==> config.mk <==
export PLATFORM = sky130hd
export DESIGN_NAME = pulse_beat_rate_classifier_unit_flat
export DESIGN_NICKNAME = d
export VERILOG_FILES = /design/src/rtl/pbrc_pkg.sv /design/src/rtl/pbrc_if.sv /design/src/rtl/pbrc_cfg.sv /design/src/rtl/pbrc_core.sv /design/src/rtl/pulse_beat_rate_classifier_unit.sv /design/src/flat_wrapper.sv
export SDC_FILE = /design/constraint.sdc
export NUM_CORES = 1
export LEC_CHECK = 0
export ABC_CLOCK_PERIOD_IN_PS = 9560
export BUFFER_PORTS_ARGS = -buffer_cell sky130_fd_sc_hd__buf_4
export CORE_MARGIN = 3
export CORE_UTILIZATION = 42
export DETAILED_ROUTE_END_ITERATION = 8
export PLACE_DENSITY = 0.6
export SYNTH_ARGS = -nofsm -noshare
export SYNTH_HDL_FRONTEND = slang
export SYNTH_SLANG_ARGS = --single-unit
==> constraint.sdc <==
create_clock -name i_clk -period 9.56 [get_ports i_clk]
set_input_delay 0.478 -clock i_clk [delete_from_list [all_inputs] [get_ports i_clk]]
set_output_delay 0.478 -clock i_clk [all_outputs]
set_load 0.005 [all_outputs]
==> src/rtl/pbrc_pkg.sv <==
// Package for the pulse beat rate classifier: widths, register map,
// reset values, class codes and the structs shared between modules.
// No dependencies.
`timescale 1ns / 1ps

package pbrc_pkg;

    // Field widths
    localparam int SAMPLE_W  = 10;
    localparam int ELAPSED_W = 12;
    localparam int THR_W     = 4;
    localparam int TIMER_W   = 16;
    localparam int RATE_W    = 14;
    localparam int SCALE_W   = 6;
    localparam int CLASS_W   = 2;
    localparam int BEATS_W   = 8;
    localparam int RUN_W     = 4;

    // Default depth of the moving sum
    localparam int AVERAGE_DEPTH_DEF = 4;

    // Configuration port
    localparam int PDATA_W  = 32;
    localparam int PADDR_W  = 5;
    localparam int REG_IDX_W = 3;

    localparam logic [REG_IDX_W-1:0] REG_MIN_LEVEL  = 3'd0;
    localparam logic [REG_IDX_W-1:0] REG_RISE_THR   = 3'd1;
    localparam logic [REG_IDX_W-1:0] REG_WIN_LEN    = 3'd2;
    localparam logic [REG_IDX_W-1:0] REG_LOW_LIMIT  = 3'd3;
    localparam logic [REG_IDX_W-1:0] REG_HIGH_LIMIT = 3'd4;
    localparam logic [REG_IDX_W-1:0] REG_RATE_SCALE = 3'd5;

    // Register reset values
    localparam logic [SAMPLE_W-1:0] RST_MIN_LEVEL  = 10'd500;
    localparam logic [THR_W-1:0]    RST_RISE_THR   = 4'd4;
    localparam logic [TIMER_W-1:0]  RST_WIN_LEN    = 16'd5000;
    localparam logic [RATE_W-1:0]   RST_LOW_LIMIT  = 14'd60;
    localparam logic [RATE_W-1:0]   RST_HIGH_LIMIT = 14'd100;
    localparam logic [SCALE_W-1:0]  RST_RATE_SCALE = 6'd6;

    // Rate classes
    localparam logic [CLASS_W-1:0] CLASS_NONE   = 2'd0;
    localparam logic [CLASS_W-1:0] CLASS_LOW    = 2'd1;
    localparam logic [CLASS_W-1:0] CLASS_NORMAL = 2'd2;
    localparam logic [CLASS_W-1:0] CLASS_HIGH   = 2'd3;

    localparam logic [RUN_W-1:0]   RUN_MAX   = '1;
    localparam logic [BEATS_W-1:0] BEATS_MAX = '1;
    localparam logic [TIMER_W-1:0] TIMER_MAX = '1;

    typedef struct packed {
        logic [SAMPLE_W-1:0] min_level;
        logic [THR_W-1:0]    rise_thr;
        logic [TIMER_W-1:0]  win_len;
        logic [RATE_W-1:0]   low_limit;
        logic [RATE_W-1:0]   high_limit;
        logic [SCALE_W-1:0]  rate_scale;
    } t_cfg;

    typedef struct packed {
        logic [SAMPLE_W-1:0]  sample_value;
        logic [ELAPSED_W-1:0] elapsed_ms;
    } t_in_word;

    typedef struct packed {
        logic               beat_found;
        logic               signal_absent;
        logic               window_done;
        logic [RATE_W-1:0]  rate_bpm;
        logic [CLASS_W-1:0] rate_class;
        logic               pulse_lost;
    } t_result;

endpackage

==> src/rtl/pbrc_if.sv <==
// Stream channels of the pulse beat rate classifier: sample words in,
// result words out. Depends on pbrc_pkg.
`timescale 1ns / 1ps

interface pbrc_in_if;
    logic                           valid;
    logic                           ready;
    logic [pbrc_pkg::SAMPLE_W-1:0]  sample_value;
    logic [pbrc_pkg::ELAPSED_W-1:0] elapsed_ms;

    modport source (output valid, output sample_value, output elapsed_ms, input ready);
    modport sink   (input valid, input sample_value, input elapsed_ms, output ready);
endinterface

interface pbrc_out_if;
    logic                         valid;
    logic                         ready;
    logic                         beat_found;
    logic                         signal_absent;
    logic                         window_done;
    logic [pbrc_pkg::RATE_W-1:0]  rate_bpm;
    logic [pbrc_pkg::CLASS_W-1:0] rate_class;
    logic                         pulse_lost;

    modport source (
        output valid, output beat_found, output signal_absent, output window_done,
        output rate_bpm, output rate_class, output pulse_lost, input ready
    );
    modport sink (
        input valid, input beat_found, input signal_absent, input window_done,
        input rate_bpm, input rate_class, input pulse_lost, output ready
    );
endinterface

==> src/rtl/pbrc_cfg.sv <==
// Configuration register file with APB-style write and read access.
// Depends on pbrc_pkg.
`timescale 1ns / 1ps

module pbrc_cfg (
    input  logic                           i_clk,
    input  logic                           i_rst_n,
    input  logic                           i_psel,
    input  logic                           i_penable,
    input  logic                           i_pwrite,
    input  logic [pbrc_pkg::PADDR_W-1:0]   i_paddr,
    input  logic [pbrc_pkg::PDATA_W-1:0]   i_pwdata,
    output logic [pbrc_pkg::PDATA_W-1:0]   o_prdata,
    output logic                           o_pready,
    output pbrc_pkg::t_cfg                 o_cfg
);

    pbrc_pkg::t_cfg                    r_cfg;
    logic                              w_wr;
    logic [pbrc_pkg::REG_IDX_W-1:0]    w_idx;

    assign o_pready = 1'b1;
    assign w_wr     = i_psel && i_penable && i_pwrite;
    assign w_idx    = i_paddr[pbrc_pkg::PADDR_W-1:2];
    assign o_cfg    = r_cfg;

    // Write the addressed register, masked to its width
    always_ff @(posedge i_clk) begin
        if (!i_rst_n) begin
            r_cfg.min_level  <= pbrc_pkg::RST_MIN_LEVEL;
            r_cfg.rise_thr   <= pbrc_pkg::RST_RISE_THR;
            r_cfg.win_len    <= pbrc_pkg::RST_WIN_LEN;
            r_cfg.low_limit  <= pbrc_pkg::RST_LOW_LIMIT;
            r_cfg.high_limit <= pbrc_pkg::RST_HIGH_LIMIT;
            r_cfg.rate_scale <= pbrc_pkg::RST_RATE_SCALE;
        end else if (w_wr) begin
            case (w_idx)
                pbrc_pkg::REG_MIN_LEVEL:  r_cfg.min_level  <= i_pwdata[pbrc_pkg::SAMPLE_W-1:0];
                pbrc_pkg::REG_RISE_THR:   r_cfg.rise_thr   <= i_pwdata[pbrc_pkg::THR_W-1:0];
                pbrc_pkg::REG_WIN_LEN:    r_cfg.win_len    <= i_pwdata[pbrc_pkg::TIMER_W-1:0];
                pbrc_pkg::REG_LOW_LIMIT:  r_cfg.low_limit  <= i_pwdata[pbrc_pkg::RATE_W-1:0];
                pbrc_pkg::REG_HIGH_LIMIT: r_cfg.high_limit <= i_pwdata[pbrc_pkg::RATE_W-1:0];
                pbrc_pkg::REG_RATE_SCALE: r_cfg.rate_scale <= i_pwdata[pbrc_pkg::SCALE_W-1:0];
                default: ;
            endcase
        end
    end

    // Read back the addressed register
    always_comb begin
        case (w_idx)
            pbrc_pkg::REG_MIN_LEVEL:  o_prdata = pbrc_pkg::PDATA_W'(r_cfg.min_level);
            pbrc_pkg::REG_RISE_THR:   o_prdata = pbrc_pkg::PDATA_W'(r_cfg.rise_thr);
            pbrc_pkg::REG_WIN_LEN:    o_prdata = pbrc_pkg::PDATA_W'(r_cfg.win_len);
            pbrc_pkg::REG_LOW_LIMIT:  o_prdata = pbrc_pkg::PDATA_W'(r_cfg.low_limit);
            pbrc_pkg::REG_HIGH_LIMIT: o_prdata = pbrc_pkg::PDATA_W'(r_cfg.high_limit);
            pbrc_pkg::REG_RATE_SCALE: o_prdata = pbrc_pkg::PDATA_W'(r_cfg.rate_scale);
            default:                  o_prdata = '0;
        endcase
    end

endmodule

==> src/rtl/pbrc_core.sv <==
// Beat detection state and single-pass update: moving sum, rise run,
// window and lost timers, rate and class. Depends on pbrc_pkg.
`timescale 1ns / 1ps

module pbrc_core #(
    parameter int AVERAGE_DEPTH = pbrc_pkg::AVERAGE_DEPTH_DEF
) (
    input  logic               i_clk,
    input  logic               i_rst_n,
    input  logic               i_adv,
    input  pbrc_pkg::t_in_word i_word,
    input  pbrc_pkg::t_cfg     i_cfg,
    output pbrc_pkg::t_result  o_result
);

    localparam int PTR_W = (AVERAGE_DEPTH > 1) ? $clog2(AVERAGE_DEPTH) : 1;
    localparam int SUM_W = pbrc_pkg::SAMPLE_W + $clog2(AVERAGE_DEPTH);
    localparam logic [PTR_W-1:0] PTR_LAST = PTR_W'(AVERAGE_DEPTH - 1);
    localparam int TW = pbrc_pkg::TIMER_W;

    logic [pbrc_pkg::SAMPLE_W-1:0] r_ring [AVERAGE_DEPTH];
    logic [PTR_W-1:0]              r_ptr,   n_ptr;
    logic [SUM_W-1:0]              r_sum,   n_sum;
    logic [SUM_W-1:0]              r_prev,  n_prev;
    logic                          r_rising, n_rising;
    logic [pbrc_pkg::RUN_W-1:0]    r_run,   n_run;
    logic [pbrc_pkg::BEATS_W-1:0]  r_beats, n_beats;
    logic [TW-1:0]                 r_wt,    n_wt;
    logic [TW-1:0]                 r_sb,    n_sb;

    logic [TW:0]                   w_wt_add, w_sb_add;
    logic [TW-1:0]                 w_wt_sat, w_sb_sat;
    logic [SUM_W-1:0]              w_sum;
    logic [pbrc_pkg::RUN_W-1:0]    w_run_inc;
    logic [pbrc_pkg::BEATS_W-1:0]  w_beats_b;
    logic [pbrc_pkg::RATE_W-1:0]   w_rate;
    logic                          w_absent, w_beat, w_done, w_lost;
    logic [pbrc_pkg::CLASS_W-1:0]  w_class;

    // Saturating timer advance
    assign w_wt_add = {1'b0, r_wt} + (TW+1)'(i_word.elapsed_ms);
    assign w_sb_add = {1'b0, r_sb} + (TW+1)'(i_word.elapsed_ms);
    assign w_wt_sat = w_wt_add[TW] ? pbrc_pkg::TIMER_MAX : w_wt_add[TW-1:0];
    assign w_sb_sat = w_sb_add[TW] ? pbrc_pkg::TIMER_MAX : w_sb_add[TW-1:0];

    // Drop the oldest reading and add the new one
    assign w_sum = r_sum - SUM_W'(r_ring[r_ptr]) + SUM_W'(i_word.sample_value);
    assign w_run_inc = (r_run == pbrc_pkg::RUN_MAX) ? r_run : r_run + 1'b1;
    assign w_absent  = i_word.sample_value < i_cfg.min_level;

    // Sample, window and lost steps in order
    always_comb begin
        n_ptr    = r_ptr;
        n_sum    = r_sum;
        n_prev   = r_prev;
        n_rising = r_rising;
        n_run    = r_run;
        n_beats  = r_beats;
        n_wt     = w_wt_sat;
        n_sb     = w_sb_sat;
        w_beat   = 1'b0;
        if (w_absent) begin
            n_rising = 1'b0;
            n_run    = '0;
        end else begin
            n_sum = w_sum;
            if (w_sum > r_prev) begin
                n_run = w_run_inc;
                if (!r_rising && (w_run_inc > i_cfg.rise_thr)) begin
                    n_rising = 1'b1;
                    n_sb     = '0;
                    w_beat   = 1'b1;
                    if (r_beats != pbrc_pkg::BEATS_MAX) begin
                        n_beats = r_beats + 1'b1;
                    end
                end
            end else begin
                n_rising = 1'b0;
                n_run    = '0;
            end
            n_prev = w_sum;
            n_ptr  = (r_ptr == PTR_LAST) ? '0 : r_ptr + 1'b1;
        end
        w_beats_b = n_beats;
        w_done = n_wt >= i_cfg.win_len;
        if (w_done) begin
            n_beats = '0;
            n_wt    = '0;
            n_prev  = '0;
        end
        w_lost = n_sb > i_cfg.win_len;
        if (w_lost) begin
            n_sb    = '0;
            n_wt    = '0;
            n_beats = '0;
        end
    end

    // Rate: 255 beats times scale 63 stays below the 14-bit ceiling
    assign w_rate = pbrc_pkg::RATE_W'(w_beats_b) * pbrc_pkg::RATE_W'(i_cfg.rate_scale);

    always_comb begin
        if (w_beats_b == '0) begin
            w_class = pbrc_pkg::CLASS_NONE;
        end else if (w_rate < i_cfg.low_limit) begin
            w_class = pbrc_pkg::CLASS_LOW;
        end else if (w_rate <= i_cfg.high_limit) begin
            w_class = pbrc_pkg::CLASS_NORMAL;
        end else begin
            w_class = pbrc_pkg::CLASS_HIGH;
        end
    end

    assign o_result.beat_found    = w_beat;
    assign o_result.signal_absent = w_absent;
    assign o_result.window_done   = w_done;
    assign o_result.rate_bpm      = w_done ? w_rate : '0;
    assign o_result.rate_class    = w_done ? w_class : pbrc_pkg::CLASS_NONE;
    assign o_result.pulse_lost    = w_lost;

    // Commit state when the word leaves the input register
    always_ff @(posedge i_clk) begin
        if (!i_rst_n) begin
            r_ptr    <= '0;
            r_sum    <= '0;
            r_prev   <= '0;
            r_rising <= 1'b0;
            r_run    <= '0;
            r_beats  <= '0;
            r_wt     <= '0;
            r_sb     <= '0;
        end else if (i_adv) begin
            r_ptr    <= n_ptr;
            r_sum    <= n_sum;
            r_prev   <= n_prev;
            r_rising <= n_rising;
            r_run    <= n_run;
            r_beats  <= n_beats;
            r_wt     <= n_wt;
            r_sb     <= n_sb;
        end
    end

    // Ring of recent readings, written at the pointer
    always_ff @(posedge i_clk) begin
        if (!i_rst_n) begin
            for (int k = 0; k < AVERAGE_DEPTH; k++) begin
                r_ring[k] <= '0;
            end
        end else if (i_adv && !w_absent) begin
            r_ring[r_ptr] <= i_word.sample_value;
        end
    end

`ifndef SYNTHESIS
    a_lost_restarts: assert property (@(posedge i_clk) disable iff (!i_rst_n)
        i_adv && w_lost |=> r_sb == '0 && r_wt == '0 && r_beats == '0)
        else $error("lost pulse did not restart timers and count");

    a_absent_holds_sum: assert property (@(posedge i_clk) disable iff (!i_rst_n)
        i_adv && w_absent |=> r_sum == $past(r_sum) && r_ptr == $past(r_ptr) && r_run == '0)
        else $error("absent sample changed the moving sum");
`endif

endmodule

==> src/rtl/pulse_beat_rate_classifier_unit.sv <==
// Top level of the pulse beat rate classifier: input register, result
// register, configuration registers and the update core.
// Depends on pbrc_pkg, pbrc_if, pbrc_cfg and pbrc_core.
`timescale 1ns / 1ps

// Usage
//   i_in carries one sample word per sensor period: sample_value and the
//   milliseconds elapsed since the previous word. o_res returns exactly one
//   result word per sample word: beat, absent, window-done, rate, class, lost.
//   Both are valid/ready channels; a word moves when valid and ready are high.
//   The APB-style port writes the six thresholds and limits at byte address
//   4*index; write them only while no word is in flight.
// Registers and throughput
//   A word lands in the input register at the edge that accepts it, and its
//   result lands in the result register at the edge that advances it out of
//   the input register, once the result register is free or being drained.
//   One word per cycle while the receiver keeps ready high; the whole state
//   update is a single pass of adds and compares between the two registers.
// Reset and stall
//   Synchronous active-low reset clears both registers, all detector state
//   and the configuration to its defaults. When the receiver holds ready low
//   the result register holds, one more word waits in the input register,
//   and then i_in.ready drops until the result is taken.
module pulse_beat_rate_classifier_unit #(
    parameter int AVERAGE_DEPTH = pbrc_pkg::AVERAGE_DEPTH_DEF
) (
    input  logic                         i_clk,
    input  logic                         i_rst_n,
    pbrc_in_if.sink                      i_in,
    pbrc_out_if.source                   o_res,
    input  logic                         i_psel,
    input  logic                         i_penable,
    input  logic                         i_pwrite,
    input  logic [pbrc_pkg::PADDR_W-1:0] i_paddr,
    input  logic [pbrc_pkg::PDATA_W-1:0] i_pwdata,
    output logic [pbrc_pkg::PDATA_W-1:0] o_prdata,
    output logic                         o_pready
);

    pbrc_pkg::t_cfg     w_cfg;
    pbrc_pkg::t_in_word r_in_word;
    pbrc_pkg::t_result  w_result, r_out;
    logic               r_in_valid, r_out_valid;
    logic               w_out_free, w_adv, w_in_take;

    pbrc_cfg u_cfg (
        .i_clk     (i_clk),
        .i_rst_n   (i_rst_n),
        .i_psel    (i_psel),
        .i_penable (i_penable),
        .i_pwrite  (i_pwrite),
        .i_paddr   (i_paddr),
        .i_pwdata  (i_pwdata),
        .o_prdata  (o_prdata),
        .o_pready  (o_pready),
        .o_cfg     (w_cfg)
    );

    pbrc_core #(
        .AVERAGE_DEPTH (AVERAGE_DEPTH)
    ) u_core (
        .i_clk    (i_clk),
        .i_rst_n  (i_rst_n),
        .i_adv    (w_adv),
        .i_word   (r_in_word),
        .i_cfg    (w_cfg),
        .o_result (w_result)
    );

    // Handshake: advance when the result register is free or being drained
    assign w_out_free = !r_out_valid || o_res.ready;
    assign w_adv      = r_in_valid && w_out_free;
    assign i_in.ready = !r_in_valid || w_adv;
    assign w_in_take  = i_in.valid && i_in.ready;

    // Input register
    always_ff @(posedge i_clk) begin
        if (!i_rst_n) begin
            r_in_valid <= 1'b0;
        end else if (w_in_take) begin
            r_in_valid <= 1'b1;
        end else if (w_adv) begin
            r_in_valid <= 1'b0;
        end
    end

    always_ff @(posedge i_clk) begin
        if (w_in_take) begin
            r_in_word.sample_value <= i_in.sample_value;
            r_in_word.elapsed_ms   <= i_in.elapsed_ms;
        end
    end

    // Result register
    always_ff @(posedge i_clk) begin
        if (!i_rst_n) begin
            r_out_valid <= 1'b0;
        end else if (w_adv) begin
            r_out_valid <= 1'b1;
        end else if (o_res.ready) begin
            r_out_valid <= 1'b0;
        end
    end

    always_ff @(posedge i_clk) begin
        if (w_adv) begin
            r_out <= w_result;
        end
    end

    assign o_res.valid         = r_out_valid;
    assign o_res.beat_found    = r_out.beat_found;
    assign o_res.signal_absent = r_out.signal_absent;
    assign o_res.window_done   = r_out.window_done;
    assign o_res.rate_bpm      = r_out.rate_bpm;
    assign o_res.rate_class    = r_out.rate_class;
    assign o_res.pulse_lost    = r_out.pulse_lost;

`ifndef SYNTHESIS
    a_held_word_kept: assert property (@(posedge i_clk) disable iff (!i_rst_n)
        r_in_valid && !w_out_free |=> r_in_valid && $stable(r_in_word))
        else $error("waiting input word lost while result stalled");

    a_rate_only_at_window: assert property (@(posedge i_clk) disable iff (!i_rst_n)
        o_res.valid && !o_res.window_done |-> o_res.rate_bpm == '0 &&
            o_res.rate_class == pbrc_pkg::CLASS_NONE)
        else $error("rate reported outside window end");

    a_beat_not_absent: assert property (@(posedge i_clk) disable iff (!i_rst_n)
        o_res.valid |-> !(o_res.beat_found && o_res.signal_absent))
        else $error("beat found on an absent sample");
`endif

endmodule

==> src/flat_wrapper.sv <==
// flat-port wrapper written by rule: the top's interface ports become plain ports
module pulse_beat_rate_classifier_unit_flat 
#(
    parameter int AVERAGE_DEPTH = pbrc_pkg::AVERAGE_DEPTH_DEF
)
  (i_clk, i_rst_n, i_psel, i_penable, i_pwrite, i_paddr, i_pwdata, o_prdata, o_pready, i_in_valid, i_in_sample_value, i_in_elapsed_ms, i_in_ready, o_res_valid, o_res_beat_found, o_res_signal_absent, o_res_window_done, o_res_rate_bpm, o_res_rate_class, o_res_pulse_lost, o_res_ready);
  pbrc_in_if i_in_i ();
  pbrc_out_if o_res_i ();
  input  logic i_clk;
  input  logic i_rst_n;
  input  logic i_psel;
  input  logic i_penable;
  input  logic i_pwrite;
  input  logic [pbrc_pkg::PADDR_W-1:0] i_paddr;
  input  logic [pbrc_pkg::PDATA_W-1:0] i_pwdata;
  output logic [pbrc_pkg::PDATA_W-1:0] o_prdata;
  output logic o_pready;
  input wire logic [$bits(i_in_i.valid)-1:0] i_in_valid;
  input wire logic [$bits(i_in_i.sample_value)-1:0] i_in_sample_value;
  input wire logic [$bits(i_in_i.elapsed_ms)-1:0] i_in_elapsed_ms;
  output wire logic [$bits(i_in_i.ready)-1:0] i_in_ready;
  output wire logic [$bits(o_res_i.valid)-1:0] o_res_valid;
  output wire logic [$bits(o_res_i.beat_found)-1:0] o_res_beat_found;
  output wire logic [$bits(o_res_i.signal_absent)-1:0] o_res_signal_absent;
  output wire logic [$bits(o_res_i.window_done)-1:0] o_res_window_done;
  output wire logic [$bits(o_res_i.rate_bpm)-1:0] o_res_rate_bpm;
  output wire logic [$bits(o_res_i.rate_class)-1:0] o_res_rate_class;
  output wire logic [$bits(o_res_i.pulse_lost)-1:0] o_res_pulse_lost;
  input wire logic [$bits(o_res_i.ready)-1:0] o_res_ready;
  assign i_in_i.valid = i_in_valid;
  assign i_in_i.sample_value = i_in_sample_value;
  assign i_in_i.elapsed_ms = i_in_elapsed_ms;
  assign i_in_ready = i_in_i.ready;
  assign o_res_valid = o_res_i.valid;
  assign o_res_beat_found = o_res_i.beat_found;
  assign o_res_signal_absent = o_res_i.signal_absent;
  assign o_res_window_done = o_res_i.window_done;
  assign o_res_rate_bpm = o_res_i.rate_bpm;
  assign o_res_rate_class = o_res_i.rate_class;
  assign o_res_pulse_lost = o_res_i.pulse_lost;
  assign o_res_i.ready = o_res_ready;
  pulse_beat_rate_classifier_unit #(.AVERAGE_DEPTH(AVERAGE_DEPTH)) u_core (.i_clk(i_clk), .i_rst_n(i_rst_n), .i_in(i_in_i), .o_res(o_res_i), .i_psel(i_psel), .i_penable(i_penable), .i_pwrite(i_pwrite), .i_paddr(i_paddr), .i_pwdata(i_pwdata), .o_prdata(o_prdata), .o_pready(o_pready));
endmodule
# ---- Yosys cells after proc, flatten, opt, wreduce, memory -nomap -nowiden
# Memories as Yosys holds them, arrays and structs flattened. A register that Yosys moved wholly into a read port is not among the register bits.
# Index checks and enable logic that the tools add are counted.
dict set report word_totals {
  register_bits 179
  ramBits 40
  inputBits 66
  out_inout_bits 55
  elab_cells 123
  n_memories 1
}
# memory depth word_bits rd rd_ports_with_merged_regs write_ports line_no
set memory_table {}
lappend memory_table {u_core.u_core.r_ring 4 10 1 1 4 pbrc_core.sv:21} ;# logic [pbrc_pkg::SAMPLE_W-1:0] r_ring [AVERAGE_DEPTH];
dict set report op_classes {
  n_addsub 7
  mul 1
  order_cmp 7
  eq_ne 10
  muxes 40
  bitwise 3
  reduce_logical 29
}
# cell count
set op_table {}
lappend op_table {{16-bit two-way mux} 8}
lappend op_table {{16-bit one-hot mux with 6 select lines} 1}
lappend op_table {{8-bit two-way mux} 6}
lappend op_table {{16-bit by 12-bit adder with 17-bit output} 2}
lappend op_table {{12-bit two-way mux} 2}
lappend op_table {{2-bit AND reduction} 9}
lappend op_table {{16-bit >= comparator} 1}
lappend op_table {{16-bit > comparator} 1}
lappend op_table {{1-bit two-way mux} 15}
lappend op_table {{14-bit less-or-equal comparator} 1}
lappend op_table {{14-bit less-than comparator} 1}
lappend op_table {{8-bit by 6-bit multiplier with 14-bit output} 1}
lappend op_table {{12-bit by 10-bit adder with 12-bit output} 1}
lappend op_table {{12-bit > comparator} 1}
lappend op_table {{4-bit two-way mux} 3}
lappend op_table {{12-bit by 10-bit subtractor with 12-bit output} 1}
lappend op_table {{10-bit less-than comparator} 1}
lappend op_table {{10-bit two-way mux} 1}
lappend op_table {{10-bit OR reduction} 1}
lappend op_table {{8-bit by 1-bit adder with 8-bit output (second input constant)} 1}
lappend op_table {{8-bit zero test} 1}
lappend op_table {{2-bit two-way mux} 4}
lappend op_table {{8-bit != test (second input constant)} 1}
lappend op_table {{3-bit by 2-bit equality test with 1-bit output (second input constant)} 2}
lappend op_table {{other kinds (17)} 31}

# ---- Depth between registers and ports, before layout
dict set report logic_depth {
  depth_word 11
  depth_mapped 45
  depth_no_buf 43
}

# ---- Hierarchy
# A second synthesis with hierarchy kept.
dict set report hier_totals {
  hier_cells 1624
  area_unflattened_um2 15134.5
}
# module instances cells_per_inst area_per_inst_um2 seq_area_each_um2
set by_module_without_submodules {}
lappend by_module_without_submodules {pbrc_core 1 1231 10610.2 2662.6}
lappend by_module_without_submodules {pbrc_cfg 1 342 3159.3 1281.2}
lappend by_module_without_submodules {pulse_beat_rate_classifier_unit 1 51 1365.1 1301.2}

# ---- Least setup slack after synthesis
# No wires, ideal clock.
dict set report synth_timing {
  path_kind {reg-to-reg}
  start {register (tool-made name)}
  end {register u_core.r_out, in the netlist u_core.o_res.rate_class[0] (data pin)}
  setup_time_ns 0.268
  arrival_ns 9.572
  required_time_ns 9.292
  slack_ns -0.280
  stages_incl_launch_ff 43
  n_path_buf 2
  synth_period_minus_slack_ns 9.840
  cell_sequence {dfxtp_1 > clkbuf_1 > mux4_2 > fa_1 > inv_1 > ha_1 > a21o_1 > a21oi_1 > o21a_1 > nor3_1 > a21oi_1 > a211o_1 > xnor2_1 > ha_1 > nand3_2 > or3_4 > a21oi_2 > a2111oi_2 > [... 7 more ...] > fa_1 > inv_1 > ha_1 > nor2b_1 > o21ai_0 > a21boi_0 > o21ai_0 > a21oi_1 > o21ai_0 > mux2i_1 > nand2_1 > ha_1 > a22oi_1 > nand2_1 > a311oi_1 > a21oi_1 > a2111oi_1 > nor3_1}
}
# element line_no
set synth_lines {}
lappend synth_lines {{to (signal assigned)} pulse_beat_rate_classifier_unit.sv:107} ;# r_out <= w_result;
lappend synth_lines {{to (decl)} pulse_beat_rate_classifier_unit.sv:42} ;# pbrc_pkg::t_result w_result, r_out;

==> reports/results.md <==
Critical path
- Worst path slowest cell: or4_4
- critical path class: reg2reg
- kind of end point of the critical path: flip-flop
- Critical Path Start Type: flip-flop
- Largest stage delay, worst path: 540 ps
- crit path DAT: 9690 ps
- r2r worst-path depth: 40
- CP required: 9820 ps
- critical-path maximum fanout: 6
- end of the worst register-to-register path: u_core.o_res.rate_class[0]
- reg2reg setup slack: 130 ps

Min path
- hold_sp: i_in_sample_value[4]
- worst min-delay path endpoint: u_core.r_in_word[16]
- number of instances on the worst hold path: 1
- Hold/Removal Path Class: in2reg

Global route
- number of antenna violations at the first check in global routing: 1
- residual overflow from global routing: 0
- Total Routing Usage GR: 20.6%
- first-pass GRT wire length: 63900 um
- via count of the first global-routing pass: 12.1k
- largest net degree at the start of global routing: 62

Route
- routed vias/inst: 5.37
- Detailed Route WL: 40700 um
- DRC: 0
- antenna viol nets, final: 0
- initial drt markers: 751
- total iterations of the first detailed-routing run: 6
- routed wirelength normalized by instance count: 17.8 um
- overall via count from detail_route: 12.2k

Timing
- crit path time final: 9430 ps
- part of the cycle the worst path needs: 98.7%
- tightest hold margin: 115 ps
- Relative slew margins: 25.2%
- total setup violations reported at the end of the flow: 0
- final hold vios: 0
- clock skew after layout: 16.7 ps
- max-slew violation count: 0
- Worst-Margin Slew: 1120 ps
- Peak Freq: 0.106 GHz
- unrepaired setup endpoints after global routing: yes

Power
- Internal Pwr Total: 1.98 mW
- Power Dens Cells: 154 nW/um^2
- Clk pwr share: 36.9%
- Net Sw Frac: 29.1%
- part of the total power dissipated in sequential elements: 37.4%
- Comb power frac: 25.7%
- net load switching power: 0.813 mW
- leakage power of the design: 7.65 nW
- Max rail drop VDD: 0.000117 V

Placement
- number of placed instances with taps included: 2214
- number of I/O port buffers: 85
- GP Congestion: 0.937
- Placement Cell Area: 16600 um^2
- estimated wirelength of the detail-placed design: 30400 um

Logic synthesis
- Cells after Synth: 1636
- Async S/R FF share, synth: 0%
- number of synthesized flops with an enable pin: 82
- most used flip-flop cell after synthesis: dfxtp_1
- dominant cells by area after synthesis: dfxtp_1 (19%), edfxtp_1 (16%), ha_1 (12%), nand2_1 (5.3%), fa_1 (5.0%)
- area leader, netlist: dfxtp_1
- portion of synthesized cell area occupied by the leading cell type: 18.6%
- Mapped Avg Cell Area: 9.14 um^2
- area of the mapped netlist: 14900 um^2
- register bit count reported by yosys: 221
- Unique masters post-synth: 93
- count of yosys warnings during synthesis: 0
- fraction of the yosys area taken by sequential cells: 35.1%

Finish
- final net count: 2055
- final-layout fill cell count: 3194
- number of diodes added for antenna fixing: 0
- share of final-layout standard cells stronger than drive strength 1: 20.7%
- post-synthesis to final-layout area growth: 21.1%
- Design Area, Final: 18100 um^2
- number of standard cells in the final layout excluding fillers: 2282

Floorplan
- row count: 68
- DIE AREA: 37900 um^2
- Initial Util: 42.9%
- num ports: 121
- die span in y: 195 um
- x dimension of the die: 195 um
- core area: 34800 um^2

Clocking
- cell at the root of the clock tree: clkbuf_16
- clock input transition at the sequential cells of the worst setup and hold paths: 60 ps
- CTS H-tree depth: 1
- TritonCTS Sinks: 221
- Worst-Skew Late Latency: 540 ps
- clock tree from TritonCTS: done
- number of buffers on the longest clock path: 3
- number of buffers created by CTS: 27

Job
- max-cap viol count: 0

Run status
- status: finished clean

-- logic make-up (layout without fill, tap and decap cells) --
| group | count (synthesis) | in the layout | synth area share (%) |
|---|---|---|---|
| xor+xnor | 31 | 31 | 1.87 |
| compound gates | 378 | 378 | 17.9 |
| fa+ha+maj | 182 | 182 | 17.1 |
| mux | 31 | 31 | 2.93 |
| other cells | 2 | 17 | 0.0502 |
| buf+inv | 248 | 424 | 6.83 |
| flops | 221 | 221 | 35.1 |
| simple gates | 543 | 543 | 18.2 |
-- flip-flops by register name, indices dropped and copies added, names as in the netlist, 4 cells and up, named ones only --
name / count
u_core.o_res.rate_bpm: 14
u_core.r_in_word: 22
u_core.u_cfg.o_cfg: 64
u_core.u_core.r_beats: 8
u_core.u_core.r_prev: 12
u_core.u_core.r_ring: 40
u_core.u_core.r_run: 4
u_core.u_core.r_sb: 16
u_core.u_core.r_sum: 12
u_core.u_core.r_wt: 16
-- cell usage in the layout (no fill, tap or decap), drive strengths merged, types with 12 or more instances in the layout --
master	count
o211ai	29
a21boi	62
nor2	75
nor2b	49
buf	209
ha	145
a21oi	73
nand2b	14
a22o	22
nand3	27
inv	166
mux2i	19
a22oi	33
nand4	18
or2	12
clkbuf	42
and2	60
nor4	16
xnor2	21
nand2	210
a21o	31
dfxtp	139
edfxtp	82
conb	17
fa	37
o21ai	54
nor3	24
-- worst max path at each step --
stage	end	slack [ps]	depth (start not counted)
5_1_grt	u_core.o_res.rate_class[0]	-330	42
2_1_floorplan	u_core.o_res.rate_class[0]	70	42
3_3_place_gp	u_core.o_res.rate_class[0]	-520	40
3_5_place_dp	u_core.o_res.rate_class[0]	-810	41
4_1_cts	u_core.o_res.rate_class[0]	10	43
6_report	u_core.o_res.rate_class[0]	130	40
-- layout make-up --
cell class                 instances  area [um^2]  share of cell area, %
timing repair buffer             209         1600                   8.82
inverter                         166          623                   3.44
clock inverter                     7         87.6                  0.484
multi-input combinational       1182         9170                   50.7
sequential                       221         5250                   29.0
clock buffer                      42          796                   4.40
tap                              455          569                   3.15
-- synthesized netlist by cell type (all sizes together) (5+ instances only) --
master / n
mux4: 10
o22ai: 7
ha: 145
nor2: 75
a211oi: 10
inv: 165
nand2b: 14
o21ai: 54
nand3: 27
xnor2: 21
a22oi: 33
xor2: 10
or4: 5
o21a: 9
nand2: 210
mux2i: 19
a22o: 22
nand4: 18
a21o: 31
or3: 6
edfxtp: 82
nor3b: 10
nor4: 16
and2: 60
o211ai: 29
nor3: 24
or2: 12
a21boi: 62
fa: 37
o31ai: 9
nor2b: 49
buf: 28
a21oi: 73
and3: 10
clkbuf: 54
dfxtp: 139
-- per-layer routing --
metal  track usage [%]  vias to the layer above  wire length [um]
met2              35.5                      282             20000
met3              2.67                       66              1750
met4              5.93                        0              1160
li1                  -                     6043                 -
met1              27.1                     5854             17800
met5                 0                        -                 0
-- stage by stage --
step,setup TNS [ps],util [%],total power [mW],setup slack [ps]
3_5_place_dp,-1440,47.7,1.72,-813
3_3_place_gp,-901,47.7,1.71,-520
4_1_cts,0,50.6,2.77,13.1
5_1_grt,-603,52.0,2.93,-327
2_1_floorplan,0,-,1.48,66.0
6_report,0,52.0,2.79,127
-- worst max-delay path, delay by kind of cell, from the launching register on --
family / cells / cell delay, ps
compound gates: 15 / 2040
fa+ha+maj: 8 / 3320
buf+inv: 4 / 420
flops: 1 / 380
mux: 1 / 520
simple gates: 12 / 2480
-- power groups by stage --
| stage | registers [mW] | clock network [mW] | logic [mW] |
|---|---|---|---|
| after floorplan | 1.05 | 0 | 0.423 |
| after global placement | 1.06 | 0 | 0.644 |
| after detailed placement | 1.06 | 0 | 0.657 |
| after CTS | 1.04 | 1.05 | 0.678 |
| after global routing | 1.05 | 1.09 | 0.794 |
| final | 1.04 | 1.03 | 0.717 |
-- repair_timing --
item                                    in CTS  in global routing
endpoints found under the setup margin       2                  2
setup buffers                                3                 16
hold buffers                                 0                  0
gates cloned                                 0                  0
gates resized for setup                     23                 73
pin swaps                                    8                 64
No activity file was read; power rests on OpenSTA's default activity.
